File: src/rtl/twvcs_pkg.sv
package twvcs_pkg;

	// input word: one timing tick
	typedef struct packed {
		logic        send_enable;
		logic [2:0]  last_index;
		logic [15:0] word_zero;
		logic [15:0] word_one;
		logic [15:0] word_two;
		logic [15:0] word_three;
		logic [15:0] word_four;
	} in_item_t;

	// result word: line levels after the tick
	typedef struct packed {
		logic scl_level;
		logic sda_level;
		logic sequence_done;
	} out_item_t;

	// timing registers
	typedef struct packed {
		logic [7:0] short_high_ticks;
		logic [7:0] short_end_ticks;
		logic [7:0] long_high_ticks;
		logic [7:0] long_end_ticks;
		logic [7:0] pause_high_ticks;
		logic [7:0] pause_low_ticks;
		logic [7:0] stop_hold_ticks;
	} cfg_t;

	typedef enum logic [2:0] {
		CFG_SHORT_HIGH = 3'd0,
		CFG_SHORT_END  = 3'd1,
		CFG_LONG_HIGH  = 3'd2,
		CFG_LONG_END   = 3'd3,
		CFG_PAUSE_HIGH = 3'd4,
		CFG_PAUSE_LOW  = 3'd5,
		CFG_STOP_HOLD  = 3'd6
	} cfg_reg_t;

	typedef enum logic [2:0] {
		PH_PREAMBLE = 3'd0,
		PH_BIT_OUT  = 3'd1,
		PH_CLK_HI_A = 3'd2,
		PH_CLK_HI_B = 3'd3,
		PH_PAUSE_LO = 3'd4,
		PH_STOP     = 3'd5
	} phase_t;

	localparam logic [7:0] SHORT_HIGH_RST = 8'd5;
	localparam logic [7:0] SHORT_END_RST  = 8'd35;
	localparam logic [7:0] LONG_HIGH_RST  = 8'd30;
	localparam logic [7:0] LONG_END_RST   = 8'd60;
	localparam logic [7:0] PAUSE_HIGH_RST = 8'd5;
	localparam logic [7:0] PAUSE_LOW_RST  = 8'd30;
	localparam logic [7:0] STOP_HOLD_RST  = 8'd5;

	localparam logic [3:0] BIT_PAUSE = 4'd8;
	localparam logic [3:0] BIT_LAST  = 4'd15;

endpackage

File: src/rtl/two_wire_voice_command_sender.sv
// channel   direction  handshake              payload
// in        input      in_valid / in_stall    in_data   (in_item_t, one timing tick)
// out       output     out_valid / out_stall  out_data  (out_item_t, line levels)
// cfg       input      cfg_valid / cfg_ready  cfg_index, cfg_data (8-bit timing regs)
//
// each word is one sequencer step; one word per cycle sustained while out_stall does not hold the result
// a word passes through the input register, then the sequencer step into the result register
// arst_n clears the sequencer to preamble with both lines high and restores
// the timing registers to their defaults; cfg_ready is always high
// out_stall on a valid result holds the result register and a full input register; in_stall rises with it
module two_wire_voice_command_sender (
	input  logic                 clk,
	input  logic                 arst_n,
	input  logic                 in_valid,
	output logic                 in_stall,
	input  twvcs_pkg::in_item_t  in_data,
	output logic                 out_valid,
	input  logic                 out_stall,
	output twvcs_pkg::out_item_t out_data,
	input  logic                 cfg_valid,
	output logic                 cfg_ready,
	input  logic [2:0]           cfg_index,
	input  logic [7:0]           cfg_data
);
	import twvcs_pkg::*;

	// input register
	logic      valid_s1;
	in_item_t  item_s1;
	// result register
	logic      out_valid_q;
	out_item_t out_q;
	// timing registers
	cfg_t      cfg_q;

	out_item_t step_res;
	logic      advance;
	logic      fire;

	// result register is free, or is being emptied this cycle
	assign advance  = !out_valid_q || !out_stall;
	// tick in the input register goes through the sequencer
	assign fire     = valid_s1 && advance;
	assign in_stall = valid_s1 && !advance;

	assign cfg_ready = 1'b1;

	always_ff @(posedge clk or negedge arst_n) begin
		if (!arst_n) begin
			valid_s1 <= 1'b0;
		end else if (in_valid && !in_stall) begin
			valid_s1 <= 1'b1;
		end else if (fire) begin
			valid_s1 <= 1'b0;
		end
	end

	always_ff @(posedge clk) begin
		if (in_valid && !in_stall) begin
			item_s1 <= in_data;
		end
	end

	// sequencer state advances once per tick word
	twvcs_seq u_seq (
		.clk    (clk),
		.arst_n (arst_n),
		.step   (fire),
		.cfg    (cfg_q),
		.item   (item_s1),
		.res    (step_res)
	);

	always_ff @(posedge clk or negedge arst_n) begin
		if (!arst_n) begin
			out_valid_q <= 1'b0;
		end else if (fire) begin
			out_valid_q <= 1'b1;
		end else if (!out_stall) begin
			out_valid_q <= 1'b0;
		end
	end

	always_ff @(posedge clk) begin
		if (fire) begin
			out_q <= step_res;
		end
	end

	assign out_valid = out_valid_q;
	assign out_data  = out_q;

	// register writes; unused indexes are dropped
	always_ff @(posedge clk or negedge arst_n) begin
		if (!arst_n) begin
			cfg_q.short_high_ticks <= SHORT_HIGH_RST;
			cfg_q.short_end_ticks  <= SHORT_END_RST;
			cfg_q.long_high_ticks  <= LONG_HIGH_RST;
			cfg_q.long_end_ticks   <= LONG_END_RST;
			cfg_q.pause_high_ticks <= PAUSE_HIGH_RST;
			cfg_q.pause_low_ticks  <= PAUSE_LOW_RST;
			cfg_q.stop_hold_ticks  <= STOP_HOLD_RST;
		end else if (cfg_valid && cfg_ready) begin
			unique case (cfg_index)
				CFG_SHORT_HIGH: cfg_q.short_high_ticks <= cfg_data;
				CFG_SHORT_END:  cfg_q.short_end_ticks  <= cfg_data;
				CFG_LONG_HIGH:  cfg_q.long_high_ticks  <= cfg_data;
				CFG_LONG_END:   cfg_q.long_end_ticks   <= cfg_data;
				CFG_PAUSE_HIGH: cfg_q.pause_high_ticks <= cfg_data;
				CFG_PAUSE_LOW:  cfg_q.pause_low_ticks  <= cfg_data;
				CFG_STOP_HOLD:  cfg_q.stop_hold_ticks  <= cfg_data;
				default: ;
			endcase
		end
	end

endmodule

File: src/rtl/twvcs_seq.sv
module twvcs_seq (
	input  logic                clk,
	input  logic                arst_n,
	input  logic                step,
	input  twvcs_pkg::cfg_t     cfg,
	input  twvcs_pkg::in_item_t item,
	output twvcs_pkg::out_item_t res
);
	import twvcs_pkg::*;

	phase_t      phase_q, phase_d;
	logic [7:0]  tick_q, tick_d;
	logic [2:0]  word_idx_q, word_idx_d;
	logic [3:0]  bit_idx_q, bit_idx_d;
	logic [15:0] shift_q, shift_d;
	logic        pause_done_q, pause_done_d;
	logic        scl_q, scl_d;
	logic        sda_q, sda_d;
	logic        done_d;

	logic [15:0] word_sel;
	logic        long_pre;
	logic [7:0]  pre_high, pre_end;
	logic [7:0]  tick_inc;
	logic        pre_high_run, pre_low_run;
	logic        in_pause_hi;
	logic        pause_hi_end, pause_lo_end, stop_end;

	always_comb begin
		unique case (word_idx_q)
			3'd0:    word_sel = item.word_zero;
			3'd1:    word_sel = item.word_one;
			3'd2:    word_sel = item.word_two;
			3'd3:    word_sel = item.word_three;
			3'd4:    word_sel = item.word_four;
			default: word_sel = 16'h0000;
		endcase
	end

	assign long_pre     = (item.last_index > 3'd1) && (word_idx_q == 3'd3 || word_idx_q == 3'd5);
	assign pre_high     = long_pre ? cfg.long_high_ticks : cfg.short_high_ticks;
	assign pre_end      = long_pre ? cfg.long_end_ticks : cfg.short_end_ticks;
	assign tick_inc     = tick_q + 8'd1;
	assign pre_high_run = tick_q < pre_high;
	assign pre_low_run  = tick_q < pre_end;
	assign in_pause_hi  = (bit_idx_q == BIT_PAUSE) && !pause_done_q;
	assign pause_hi_end = tick_inc > cfg.pause_high_ticks;
	assign pause_lo_end = tick_inc > cfg.pause_low_ticks;
	assign stop_end     = tick_inc > cfg.stop_hold_ticks;

	// next phase
	always_comb begin
		phase_d = phase_q;
		if (item.send_enable) begin
			unique case (phase_q)
				PH_PREAMBLE: if (!pre_high_run && !pre_low_run) phase_d = PH_BIT_OUT;
				PH_BIT_OUT: begin
					if (in_pause_hi) begin
						if (pause_hi_end) phase_d = PH_PAUSE_LO;
					end else if (bit_idx_q < BIT_LAST) begin
						phase_d = PH_CLK_HI_A;
					end else begin
						phase_d = PH_STOP;
					end
				end
				PH_CLK_HI_A, PH_CLK_HI_B: phase_d = PH_BIT_OUT;
				PH_PAUSE_LO: if (pause_lo_end) phase_d = PH_BIT_OUT;
				PH_STOP:     if (stop_end) phase_d = PH_PREAMBLE;
				default:     phase_d = PH_PREAMBLE;
			endcase
		end
	end

	// counters, shifter and line levels
	always_comb begin
		tick_d       = tick_q;
		word_idx_d   = word_idx_q;
		bit_idx_d    = bit_idx_q;
		shift_d      = shift_q;
		pause_done_d = pause_done_q;
		scl_d        = scl_q;
		sda_d        = sda_q;
		done_d       = 1'b0;
		if (!item.send_enable) begin
			scl_d = 1'b1;
			sda_d = 1'b1;
		end else begin
			unique case (phase_q)
				PH_PREAMBLE: begin
					shift_d      = {word_sel[7:0], word_sel[15:8]};
					bit_idx_d    = '0;
					pause_done_d = 1'b0;
					if (pre_high_run) begin
						scl_d  = 1'b1;
						tick_d = tick_inc;
					end else if (pre_low_run) begin
						scl_d  = 1'b0;
						tick_d = tick_inc;
					end else begin
						tick_d = '0;
					end
				end
				PH_BIT_OUT: begin
					if (in_pause_hi) begin
						scl_d  = 1'b1;
						sda_d  = 1'b1;
						tick_d = pause_hi_end ? 8'd0 : tick_inc;
					end else begin
						scl_d   = 1'b0;
						sda_d   = shift_q[0];
						shift_d = {1'b0, shift_q[15:1]};
						if (bit_idx_q < BIT_LAST) bit_idx_d = bit_idx_q + 4'd1;
					end
				end
				PH_CLK_HI_A, PH_CLK_HI_B: scl_d = 1'b1;
				PH_PAUSE_LO: begin
					scl_d  = 1'b0;
					tick_d = pause_lo_end ? 8'd0 : tick_inc;
					if (pause_lo_end) pause_done_d = 1'b1;
				end
				PH_STOP: begin
					scl_d = 1'b1;
					if (tick_q != 8'd0) sda_d = 1'b1;
					tick_d = stop_end ? 8'd0 : tick_inc;
					if (stop_end) begin
						if (word_idx_q < item.last_index) begin
							word_idx_d = word_idx_q + 3'd1;
						end else begin
							word_idx_d = '0;
							done_d     = 1'b1;
						end
					end
				end
				default: ;
			endcase
		end
	end

	always_ff @(posedge clk or negedge arst_n) begin
		if (!arst_n) begin
			phase_q      <= PH_PREAMBLE;
			tick_q       <= '0;
			word_idx_q   <= '0;
			bit_idx_q    <= '0;
			shift_q      <= '0;
			pause_done_q <= 1'b0;
			scl_q        <= 1'b1;
			sda_q        <= 1'b1;
		end else if (step) begin
			phase_q      <= phase_d;
			tick_q       <= tick_d;
			word_idx_q   <= word_idx_d;
			bit_idx_q    <= bit_idx_d;
			shift_q      <= shift_d;
			pause_done_q <= pause_done_d;
			scl_q        <= scl_d;
			sda_q        <= sda_d;
		end
	end

	assign res.scl_level     = scl_d;
	assign res.sda_level     = sda_d;
	assign res.sequence_done = done_d;

endmodule

File: config.mk
export PLATFORM = sky130hd
export DESIGN_NAME = two_wire_voice_command_sender
export DESIGN_NICKNAME = d
export VERILOG_FILES = /design/src/rtl/twvcs_pkg.sv /design/src/rtl/two_wire_voice_command_sender.sv /design/src/rtl/twvcs_seq.sv
export SDC_FILE = /design/constraint.sdc
export NUM_CORES = 1
export LEC_CHECK = 0
export ABC_AREA = 1
export BUFFER_PORTS_ARGS = -buffer_cell sky130_fd_sc_hd__buf_2
export CAP_MARGIN = 30
export CORE_ASPECT_RATIO = 1.25
export CORE_MARGIN = 3
export CORE_UTILIZATION = 35
export DETAILED_ROUTE_END_ITERATION = 10
export SKIP_LAST_GASP = 1
export SLEW_MARGIN = 40
export SYNTH_ARGS = -nofsm -noshare
export SYNTH_HDL_FRONTEND = slang
export SYNTH_SLANG_ARGS = --single-unit
export TNS_END_PERCENT = 5
File: constraint.sdc
create_clock -name clk -period 5.6 [get_ports clk]
set_input_delay 0.56 -clock clk [delete_from_list [all_inputs] [get_ports clk]]
set_output_delay 0.56 -clock clk [all_outputs]
set_load 0.01 [all_outputs]
* After elaboration in Yosys (flattened, before gate mapping)
Cells that the tools add are included. W data, S select, Z words.
Word-level totals: input bits 100, flip-flop bits (word level) 182, logic and storage cells 141, output and inout port bits 6
Cells by class: reduce and logical (&&, ||, !) cells 39, $add $sub $neg 3, eq/ne operators 25, multiplexer cells 39, $lt $le $gt $ge 8
Operators with widths (count):
- $pmux W16 S5 | 1
- $mux W8 | 8
- $pmux W16 S2 | 1
- $pmux W8 S4 | 1
- $gt A8 B8 Y1 | 3
- $eq A3 B3 Y1 const B | 7
- $mux W3 | 7
- $eq A3 B2 Y1 const B | 6
- $lt A8 B8 Y1 | 2
- $mux W16 | 1
- $reduce_and A4 Y1 | 4
- $pmux W3 S5 | 1
- $reduce_and A2 Y1 | 7
- $mux W1 | 13
- $ne A2 B1 Y1 const B | 6
- $eq A3 B1 Y1 const B | 3
- $logic_not A3 Y1 | 3
- $add A8 B1 Y8 const B | 1
- $mux W4 | 2
- $pmux W4 S2 | 1
- $reduce_bool A8 Y1 | 1
- $logic_not A1 Y1 | 7
- $logic_and A1 B1 Y1 | 6
- $reduce_and A6 Y1 | 1
- 17 further kinds | 21

* Logic depth before layout (Yosys ltp)
Gate-level depths: netlist of the first run.
depth after elaboration 9, gate-level depth with buffers 19, mapped depth without buffers 19

* Hierarchy
A second synthesis of the first run with hierarchy kept.
Unflattened totals: cells, all modules 887, area, all modules 8822.2 µm²
Modules (own cells, without submodules):
- two_wire_voice_command_sender | cells an instance 354, seq. area each 4090.2 µm², times used 1, area an instance 5039.8 µm²
- twvcs_seq | cells an instance 533, seq. area each 928.4 µm², times used 1, area an instance 3782.4 µm²

* Worst setup path before layout of the first run
OpenSTA, ideal clock, no wires.
path type input -> register, from input port out_stall, to register item_s1[0] (netlist bit), enable pin, arrival 2.464 ns, cell stages on the path 5, buffers on the path 0, path slack 2.698 ns, setup time 0.438 ns, required time 5.162 ns, path through nand2_1 > nor2_1 > inv_1 > nand2_1 > inv_1
On the way: word-level cells in the longest chain between the ends 6
RTL lines:
- from (decl) | RTL line two_wire_voice_command_sender.sv:18 | input logic out_stall,
- $logic_not A1 Y1
- $logic_or A1 B1 Y1 | RTL line two_wire_voice_command_sender.sv:41 | assign advance = !out_valid_q || !out_stall;
- $logic_not A1 Y1 | RTL line two_wire_voice_command_sender.sv:44 | assign in_stall = valid_s1 && !advance;
- $logic_and A1 B1 Y1 | RTL line two_wire_voice_command_sender.sv:44
- net in_stall | RTL line two_wire_voice_command_sender.sv:15 | output logic in_stall,
- $logic_not A1 Y1 | RTL line two_wire_voice_command_sender.sv:59 | if (in_valid && !in_stall) begin
- $logic_and A1 B1 Y1 | RTL line two_wire_voice_command_sender.sv:59
- to (signal assigned) | RTL line two_wire_voice_command_sender.sv:60 | item_s1 <= in_data;
- to (decl) | RTL line two_wire_voice_command_sender.sv:29 | in_item_t item_s1;
The timed path passes the listed nets, and every way through them passes these cells. A chain may end at the register's enable or synchronous reset.

* Worst setup path after layout of the first run
from register u_seq.tick_q[0], to register u_seq.tick_q[3]
On the way: word-level cells in the longest chain between the ends 5, elaborated cells between the ends (all ways) 13, classes of those cells 1 x add/sub; 5 x order compare; 7 x mux
RTL lines:
- from (decl) | RTL line twvcs_seq.sv:12 | logic [7:0] tick_q, tick_d;
- from (signal assigned) | RTL line twvcs_seq.sv:151 | tick_q <= tick_d;
- $add A8 B1 Y8 | RTL line twvcs_seq.sv:43 | assign tick_inc = tick_q + 8'd1;
- $gt A8 B8 Y1 | RTL line twvcs_seq.sv:47 | assign pause_hi_end = tick_inc > cfg.pause_high_ticks;
- $mux W8 | RTL line twvcs_seq.sv:107 | tick_d = pause_hi_end ? 8'd0 : tick_inc;
- $mux W8 | RTL line twvcs_seq.sv:104 | if (in_pause_hi) begin
- $pmux W8 S4 * | RTL line twvcs_seq.sv:88 | unique case (phase_q)
Every way passes the cells marked *; elsewhere a longest branch is shown, timed or not. The select of a mux whose other input is x is not followed.

==> impl_metrics.json, run 1 <==
{
  "synth_top_area_cell": "edfxtp_1",
  "dp_hpwl_um": 13640,
  "worstSetupPathType": "reg2reg",
  "r2r_start": "u_seq.tick_q[0]",
  "grt_overflow": 0,
  "drv_cap": 0,
  "required_ns": 5.87,
  "ys.warnings.count": 0,
  "ctsRootBufferMaster": "clkbuf_16",
  "detail-route-antenna-nets": 0,
  "clockBufferDepth": 2,
  "hold_viol": 0,
  "p_clk_share_pct": 30.6,
  "core_um2": 23270,
  "clkLatencyLatePin_ns": 0.43,
  "pwr-share-comb_pct": 26.9,
  "fin_nets": 1058,
  "viasPerCell": 4.924,
  "place_congestion": 0.9284,
  "ys_types": 42,
  "start_util_pct": 36.07,
  "grt_pass1_vias": 5987,
  "synth_commonest_cells": "nand2_1 (175), inv_1 (98), edfxtp_1 (87)",
  "synth_most_common_cell": "nand2_1",
  "rows": 62,
  "power.internal_mw": 2.742,
  "finClkSkew_ns": 0.01382,
  "track_usage_pct": 15.34,
  "worstPathCellList": "inv_1, nor3_1, nand3_1, nor3_1, xor2_1, inv_1, ha_1, nand2_1, nor2_1, nand2_1, o211ai_1, o21ai_0, nand2_1, nand4_1, nand2_1, o22ai_1",
  "ys_top_cells_by_area": "edfxtp_1 (31%), dfrtp_1 (21%), nand2_1 (7.8%), ha_1 (7.3%), dfstp_2 (7.2%)",
  "p_switching_mw": 1.420,
  "swShare_pct": 34.12,
  "drt_wl_total_um": 18970,
  "finish.instance_area_um2": 9866,
  "numCtsBuffers": 17,
  "syn_area_um2": 8394,
  "cpMostUsedCell": "nand2_1",
  "crit_fanout": 8,
  "finish.utilization_pct": 42.39,
  "worstPathArrival_ns": 3.49,
  "htreeDepth": 4,
  "dr.pass1.iters": 5,
  "grt_max_degree": 70,
  "drc": 0,
  "p_leak_nw": 4.472,
  "synth_edf_count": 87,
  "drtIter0Drc": 345,
  "preCtsSetupSlack_ns": 2.519,
  "slew_violations": 0,
  "synthesis.nets": 950,
  "postCtsSetupBuffers": 0,
  "rsz0062_at_grt": "false",
  "ys_seq_elements": 182,
  "finalHoldWorstSlack_ns": 0.02566,
  "portBuffers": 104,
  "max_freq_mhz": 310.5,
  "dieArea_um2": 25890,
  "setup_ws_ns": 2.380,
  "drive_gt1_share_pct": 19.41,
  "slowest_delay_ns": 0.44,
  "place_area_um2": 9231,
  "tns_ns": 0,
  "setup_viol_count_final": 0,
  "cts_hold_buf": 0,
  "cts.clk_slew.worst_paths_ns": 0.08,
  "cp_slowest_cell": "dfrtp_1",
  "die_w_um": 144.5,
  "syn_to_final_growth_pct": 17.53,
  "antenna_found_initial": 0,
  "worst_slew_pin_slew_ns": 0.7752,
  "io_pins": 106,
  "p_seq_share_pct": 42.6,
  "vias": 5958,
  "power.density_nw_per_um2": 421.9,
  "async_flop_share_pct": 52.20,
  "cts_sinks": 182,
  "synth_ff_type": "edfxtp_1",
  "post-route-period-util_pct": 57.50,
  "n_antenna_cell": 0,
  "cts_tree": "yes",
  "ir_drop_mv": 0.2542,
  "maxSlewHeadroom_pct": 48.13,
  "fillers": 2235,
  "period_needed_ns": 3.220,
  "die_y_um": 179.1,
  "critPathCaptureType": "register",
  "start_kind": "register",
  "cts_resized": 0,
  "startpoint": "u_seq.tick_q[0]",
  "post_drt_wl_per_cell_um": 15.68,
  "status": "finished clean",
  "syn-instance-count": 801,
  "grt_pass1_wl_um": 30960,
  "avgSynthCellArea_um2": 10.48,
  "min_path_type": "in2async",
  "synth_top_area_share_pct": 31.12,
  "seq_area_frac_synth_pct": 59.79
}
==> through the flow <==
step                cells  power (mW)
floorplan             801       2.564
global placement     1178       2.893
detailed placement   1178       2.916
CTS                  1210       4.192
global route         1210       4.452
finish               1210       4.162
==> routing by layer <==
layer | share of wire, % | GRT usage (%)
met1 | 44 | 19.26
met2 | 50 | 26.51
met3 | 4.2 | 2.988
met4 | 1.9 | 4.899
met5 | 0 | 0
==> area by class of cell <==
type,instances,area [µm²],area share [%]
clock buffer,17,425.4,4.312
clock inverter,15,206.4,2.093
inverter,102,385.4,3.906
multi-input combinational,498,2913,29.52
sequential,182,5019,50.87
tap,288,360.3,3.653
timing repair buffer,108,556.8,5.644
==> placed cells by master (no fill, tap or decap), drive strengths merged, types with 2 or more instances in the layout <==
| cell type | n |
|---|---|
| bufinv | 2 |
| nor2 | 38 |
| a211oi | 3 |
| nor3 | 6 |
| nand4 | 7 |
| a32o | 6 |
| o22ai | 9 |
| nand3 | 17 |
| buf | 108 |
| clkbuf | 17 |
| ha | 49 |
| a221oi | 9 |
| a21oi | 43 |
| xor2 | 6 |
| a22o | 2 |
| a221o | 8 |
| inv | 109 |
| dfrtp | 72 |
| o21ai | 87 |
| a31oi | 6 |
| edfxtp | 87 |
| clkinv | 6 |
| nand2 | 176 |
| mux2i | 14 |
| dfstp | 23 |
| o211ai | 3 |
==> cell families after synthesis <==
| family | Yosys count | synth area share [%] |
|---|---|---|
| AND/OR/NAND/NOR | 247 | 12.13 |
| adder cells (fa/ha/maj) | 49 | 7.304 |
| AO/OA/AOI/OAI | 181 | 12.89 |
| flip-flops | 182 | 59.79 |
| XOR/XNOR | 6 | 0.6260 |
| buffers and inverters | 121 | 5.545 |
| multiplexers | 14 | 1.669 |
| other | 1 | 0.04467 |
==> final timing paths <==
check	end	slack, ns	cells past startpoint
min in group clk	item_s1[15]	0.30	1
max reg2reg	u_seq.tick_q[3]	2.38	16
min	cfg_q[52]	0.03	1
max in group asynchronous	u_seq.shift_q[6]	4.62	2
min reg2reg	cfg_q[38]	0.49	2
max	u_seq.tick_q[3]	2.38	16
==> worst max-delay path: cells and delay by family (launching register included) <==
| kind | cells | cell delay (ns) |
|---|---|---|
| DFF | 1 | 0.44 |
| xor gates and xnor gates | 1 | 0.17 |
| AOI/OAI and AO/OA | 3 | 0.36 |
| adders and majority gates | 1 | 0.30 |
| buffers and inverters | 2 | 0.24 |
| and+or+nand+nor | 9 | 1.58 |
==> state kept, by name, indices dropped and copies added, names as in the netlist, 3 cells and up <==
name	count
item_s1	84
cfg_q	56
u_seq.shift_q	16
u_seq.tick_q	8
u_seq.bit_idx_q	4
out_data	3
u_seq.phase_q	3
u_seq.word_idx_q	3
==> power by group through the flow <==
stage               Combinational [mW]  Sequential [mW]  Clock [mW]
detailed placement                1.12             1.80           0
global placement                  1.10             1.79           0
finish                            1.12             1.77        1.27
floorplan                        0.805             1.76           0
global route                      1.30             1.80        1.35
CTS                               1.13             1.77        1.29
(Power assumes the default switching activity.)
==> run 2, diff against run 1 <==
==> constraint.sdc (replaced) <==
create_clock -name clk -period 3.2 [get_ports clk]
set_input_delay 0.32 -clock clk [delete_from_list [all_inputs] [get_ports clk]]
set_output_delay 0.32 -clock clk [all_outputs]
set_load 0.01 [all_outputs]
==> impl_metrics.json, run 2 (synthesized netlist as in run 1, its figures left out) <==
{
  "status": "finished clean",
  "die_y_um": 179.1,
  "post-route-period-util_pct": 90.17,
  "cts_tree": "yes",
  "drv_cap": 0,
  "required_ns": 3.55,
  "io_pins": 106,
  "dr.pass1.iters": 5,
  "portBuffers": 104,
  "p_leak_nw": 4.514,
  "dp_cells": 1183,
  "grt_max_degree": 85,
  "preCtsSetupSlack_ns": 0.1639,
  "pwr-share-comb_pct": 27.3,
  "slew_violations": 0,
  "hold_depth": 1,
  "numCtsBuffers": 17,
  "setup_ws_ns": 0.3146,
  "rows": 62,
  "post_drt_wl_per_cell_um": 15.73,
  "core_um2": 23270,
  "min_path_type": "in2reg",
  "power.internal_mw": 4.819,
  "cts.clk_slew.worst_paths_ns": 0.08,
  "worstPathArrival_ns": 3.23,
  "ctsRootBufferMaster": "clkbuf_16",
  "htreeDepth": 4,
  "worst_slew_pin_slew_ns": 0.7779,
  "ir_drop_mv": 0.3638,
  "hold_viol": 0,
  "dieArea_um2": 25890,
  "clkLatencyLatePin_ns": 0.43,
  "clockBufferDepth": 2,
  "grt_pass1_wl_um": 31460,
  "drive_gt1_share_pct": 20.02,
  "p_switching_mw": 2.481,
  "fin_nets": 1065,
  "reg_top3": "item_s1 x84, cfg_q x56, u_seq.shift_q x16",
  "viasPerCell": 4.892,
  "start_kind": "register",
  "start_util_pct": 36.07,
  "drtIter0Drc": 348,
  "p_seq_share_pct": 42.3,
  "drc": 0,
  "vias": 5954,
  "p_clk_share_pct": 30.4,
  "largest-register": "item_s1",
  "die_w_um": 144.5,
  "grt_pass1_vias": 6063,
  "place_congestion": 0.8354,
  "setup_viol_count_final": 0,
  "maxSlewHeadroom_pct": 47.95,
  "grt_overflow": 0,
  "track_usage_pct": 15.60,
  "swShare_pct": 33.99,
  "reg2regPathDepth": 17,
  "worstSetupPathType": "reg2reg",
  "crit_fanout": 5,
  "period_needed_ns": 2.885,
  "rsz0062_at_grt": "false",
  "critPathCaptureType": "register",
  "max_freq_mhz": 346.6,
  "largest_reg_flops": 84,
  "detail-route-antenna-nets": 0,
  "layout.cells.most_common": "nand2_1",
  "tns_ns": 0,
  "power.density_nw_per_um2": 733.9,
  "drt_wl_total_um": 19140,
  "cts_sinks": 182,
  "final_cells": 1217,
  "n_antenna_cell": 0,
  "mostFrequentLayoutCells": "nand2_1 (175), buf_2 (103), inv_1 (97), edfxtp_1 (87), o21ai_0 (84)",
  "syn_to_final_growth_pct": 18.48,
  "finClkSkew_ns": 0.01027,
  "antenna_found_initial": 0,
  "dp_hpwl_um": 13910
}
==> run 2: cell types whose count changed in the layout (fill, tap and decap cells not counted), sizes merged <==
| cell | previous run | this run |
|---|---|---|
| clkinv | 6 | 5 |
| dlygate4sd3 | 0 | 1 |
| buf | 108 | 114 |
| clkinvlp | 0 | 1 |
==> run 2: area by class of cell <==
class | instances | area (µm²)
sequential | 182 | 5019
fill | 2232 | 13330
tap | 288 | 360.3
multi-input combinational | 498 | 2920
inverter | 102 | 382.9
clock inverter | 15 | 205.2
timing repair buffer | 115 | 633.1
clock buffer | 17 | 425.4
==> run 2: power by group through the flow <==
stage | Sequential, mW | Combinational [mW] | Clock, mW
after floorplan | 3.08 | 1.41 | 0
after global placement | 3.12 | 1.95 | 0
after detailed placement | 3.13 | 1.99 | 0
after CTS | 3.09 | 2.00 | 2.27
after global routing | 3.13 | 2.35 | 2.38
final | 3.09 | 1.99 | 2.22
==> run 2: critical path: stages (launching register included) <==
cell,delay (ns)
dfrtp_1,0.43
inv_1,0.11
nor3_2,0.24
nand3_1,0.16
nor3_2,0.16
xor2_1,0.16
inv_1,0.10
ha_1,0.30
nand2_1,0.07
nor2_1,0.14
nand2_1,0.07
o211ai_1,0.08
o21ai_0,0.14
nor3_1,0.21
nand2_1,0.10
inv_1,0.12
nand2_1,0.07
o21ai_0,0.14
==> run 2: through the flow <==
stage / hold WS, ns / power (mW) / util, % / cell area (µm²)
after global placement: 0.3425 / 5.075 / 39.91 / 9288
after detailed placement: 0.3444 / 5.118 / 39.91 / 9288
after CTS: 0.04261 / 7.359 / 42.66 / 9928
final: 0.05408 / 7.300 / 42.74 / 9946
after floorplan: 0.02441 / 4.488 / - / 8394
after global routing: 0.03029 / 7.857 / 42.74 / 9946
==> run 2: worst paths after layout <==
path                       slack (ns)                  end              start
hold reg to reg                  0.48    u_seq.shift_q[11]  u_seq.shift_q[11]
max in group asynchronous        2.03          u_seq.sda_q             arst_n
hold / removal                   0.05          item_s1[40]        in_data[40]
setup reg to reg                 0.31  u_seq.word_idx_q[0]    u_seq.tick_q[2]
min in group asynchronous        0.42             cfg_q[3]             arst_n
setup / recovery                 0.31  u_seq.word_idx_q[0]    u_seq.tick_q[2]
==> run 2: timing repair <==
item,CTS,global route
setup endpoints to repair,0,14
hold buffers,1,0
gates resized for setup,0,2
endpoints found under the hold margin,25,0
setup buffers,0,1
==> run 2: layer usage <==
| metal | vias to the layer above | track usage, % | share of wire [%] |
|---|---|---|---|
| met2 | 147 | 26.97 | 50 |
| met4 | 0 | 4.005 | 1.4 |
| met3 | 22 | 3.015 | 4.0 |
| li1 | 2988 | - | - |
| met5 | - | 0 | 0 |
| met1 | 2797 | 20.01 | 44 |
==> run 3, diff against run 2 <==
--- a/config.mk
+++ b/config.mk
@@ -8,10 +8,14 @@
 export ABC_AREA = 1
 export BUFFER_PORTS_ARGS = -buffer_cell sky130_fd_sc_hd__buf_2
 export CAP_MARGIN = 30
+export CELL_PAD_IN_SITES_DETAIL_PLACEMENT = 1
+export CELL_PAD_IN_SITES_GLOBAL_PLACEMENT = 2
 export CORE_ASPECT_RATIO = 1.25
 export CORE_MARGIN = 3
 export CORE_UTILIZATION = 35
 export DETAILED_ROUTE_END_ITERATION = 10
+export MAX_ROUTING_LAYER = met4
+export PLACE_DENSITY_LB_ADDON = 0.1
 export SKIP_LAST_GASP = 1
 export SLEW_MARGIN = 40
 export SYNTH_ARGS = -nofsm -noshare
==> impl_metrics.json, run 3 (synthesized netlist as in run 1, its figures left out) <==
{
  "final_cells": 1233,
  "vias": 6161,
  "hold_viol": 0,
  "cp.depth": 15,
  "largest-register": "item_s1",
  "post_drt_wl_per_cell_um": 17.91,
  "cp_slowest_cell": "dfrtp_1",
  "worstSetupPathType": "reg2reg",
  "core_um2": 23270,
  "min_path_type": "in2reg",
  "post-route-period-util_pct": 93.99,
  "hold_depth": 1,
  "dr.pass1.iters": 4,
  "cts_sinks": 182,
  "power.internal_mw": 4.718,
  "largest_reg_flops": 84,
  "grt_overflow": 0,
  "ctsRootBufferMaster": "clkbuf_16",
  "required_ns": 3.48,
  "viasPerCell": 4.997,
  "fin_nets": 1081,
  "r2r_start": "u_seq.word_idx_q[1]",
  "worst_slew_pin_slew_ns": 0.7012,
  "numCtsBuffers": 17,
  "tns_ns": 0,
  "wl_met2_um": 11840,
  "crit_fanout": 14,
  "p_seq_share_pct": 42.3,
  "p_leak_nw": 4.579,
  "clockBufferDepth": 2,
  "grt_pass1_vias": 6837,
  "antenna_found_initial": 0,
  "die_y_um": 179.1,
  "reg_top3": "item_s1 x84, cfg_q x56, u_seq.shift_q x16",
  "start_kind": "register",
  "track_usage_pct": 18.41,
  "grt_max_degree": 59,
  "slowest_delay_ns": 0.42,
  "die_w_um": 144.5,
  "ff2ff_setup_slack_ns": 0.19,
  "place_congestion": 0.8196,
  "drc": 0,
  "n_antenna_cell": 0,
  "dieArea_um2": 25890,
  "drtIter0Drc": 231,
  "power.density_nw_per_um2": 729.0,
  "layout.cells.most_common": "nand2_1",
  "syn_to_final_growth_pct": 19.73,
  "worstPathArrival_ns": 3.29,
  "detail-route-antenna-nets": 0,
  "status": "finished clean",
  "drt_wl_total_um": 22080,
  "cpMostUsedCell": "nand2_1",
  "crit_buf_inv": 3,
  "drive_gt1_share_pct": 21.38,
  "portBuffers": 104,
  "finish.utilization_pct": 43.19,
  "r2r-end": "u_seq.tick_q[1]",
  "htreeDepth": 4,
  "finClkSkew_ns": 0.01835,
  "swShare_pct": 35.60,
  "max_freq_mhz": 332.5,
  "maxSlewHeadroom_pct": 53.12,
  "drv_cap": 0,
  "worstPathCellList": "inv_1, ha_1, inv_1, nand2_1, nand3_4, buf_12, mux2i_1, ha_1, nand2_1, o21ai_1, nand2_1, nand2_1, nand2_1, o21ai_2, o22ai_1",
  "p_switching_mw": 2.609,
  "clkLatencyLatePin_ns": 0.44,
  "reg2regPathDepth": 15,
  "dp_hpwl_um": 16620,
  "rsz0062_at_grt": "true",
  "dr_wl_met3_um": 562,
  "dp_cells": 1191,
  "period_needed_ns": 3.008,
  "start_util_pct": 36.07,
  "hold_end": "item_s1[5]",
  "mostFrequentLayoutCells": "nand2_1 (175), buf_2 (103), inv_1 (97), edfxtp_1 (87), o21ai_0 (84)",
  "finalPower_mw": 7.327,
  "cp_top_family": "simple AND/OR/NAND/NOR gates",
  "grt_pass1_wl_um": 35650,
  "slew_violations": 0,
  "critPathCaptureType": "register",
  "ir_drop_mv": 0.3740,
  "highest_layer": "met4",
  "finalHoldWorstSlack_ns": 0.04606,
  "pwr-share-comb_pct": 29.1,
  "cts_tree": "yes",
  "io_pins": 106,
  "wl_met1_um": 9185,
  "hold_start": "in_data[5]",
  "setup_viol_count_final": 0,
  "cts.clk_slew.worst_paths_ns": 0.09,
  "rows": 62,
  "p_clk_share_pct": 28.7
}
[run 3: changes by cell type in the layout (fill, tap and decap cells not counted)]
cell,delta
buf_12,+1
buf_4,+14
buf_6,+1
bufinv_16,-2
clkinv_1,+1
clkinv_4,+1
clkinv_8,+1
clkinvlp_4,-1
inv_6,-1
inv_8,+1
nor3_1,-1
nor3_2,+1
[run 3: worst max path at each step]
stage	startpoint	endpoint	slack, ns
floorplan	out_valid	item_s1[0]	0.40
global placement	u_seq.tick_q[1]	u_seq.word_idx_q[0]	0.17
detailed placement	u_seq.tick_q[1]	u_seq.word_idx_q[0]	0.04
CTS	u_seq.tick_q[1]	u_seq.word_idx_q[0]	0.01
global route	u_seq.tick_q[0]	u_seq.word_idx_q[0]	-0.04
finish	u_seq.word_idx_q[1]	u_seq.tick_q[1]	0.19
[run 3: power by group through the flow]
| stage | combinational (mW) | sequential (mW) | clock [mW] |
|---|---|---|---|
| floorplan | 1.41 | 3.08 | 0 |
| global placement | 2.05 | 3.13 | 0 |
| detailed placement | 2.13 | 3.15 | 0 |
| CTS | 2.15 | 3.11 | 2.16 |
| global route | 2.48 | 3.14 | 2.25 |
| finish | 2.13 | 3.10 | 2.10 |
[run 3: per-stage QoR]
stage	worst slack, ns	area (µm²)
5_1_grt	-0.04322	10050
4_1_cts	0.01412	9952
3_3_place_gp	0.1677	9348
2_1_floorplan	0.3976	8394
6_report	0.1924	10050
3_5_place_dp	0.04400	9348
[run 3: what timing repair did]
| action | 4_1_cts | 5_1_grt |
|---|---|---|
| setup buffers | 0 | 9 |
| hold buffers | 1 | 0 |
| hold endpoints to repair | 31 | 0 |
| resized for setup | 0 | 3 |
| setup endpoints to repair | 0 | 16 |
[run 3: layout make-up]
type / count / area [µm²]
flip-flops and latches: 182 / 5019
inverters: 102 / 382.9
well taps: 288 / 360.3
fillers: 2663 / 13220
clock buffers: 17 / 425.4
repair buffers: 131 / 769.5
clock inverters: 15 / 168.9
multi-input cells: 498 / 2925
[run 3: layer usage]
metal  track usage (%)  vias up
li1                  -     3020
met1             20.97     2999
met2             33.06      109
met3             2.775       33
met4             5.910        0
met5                 -        -
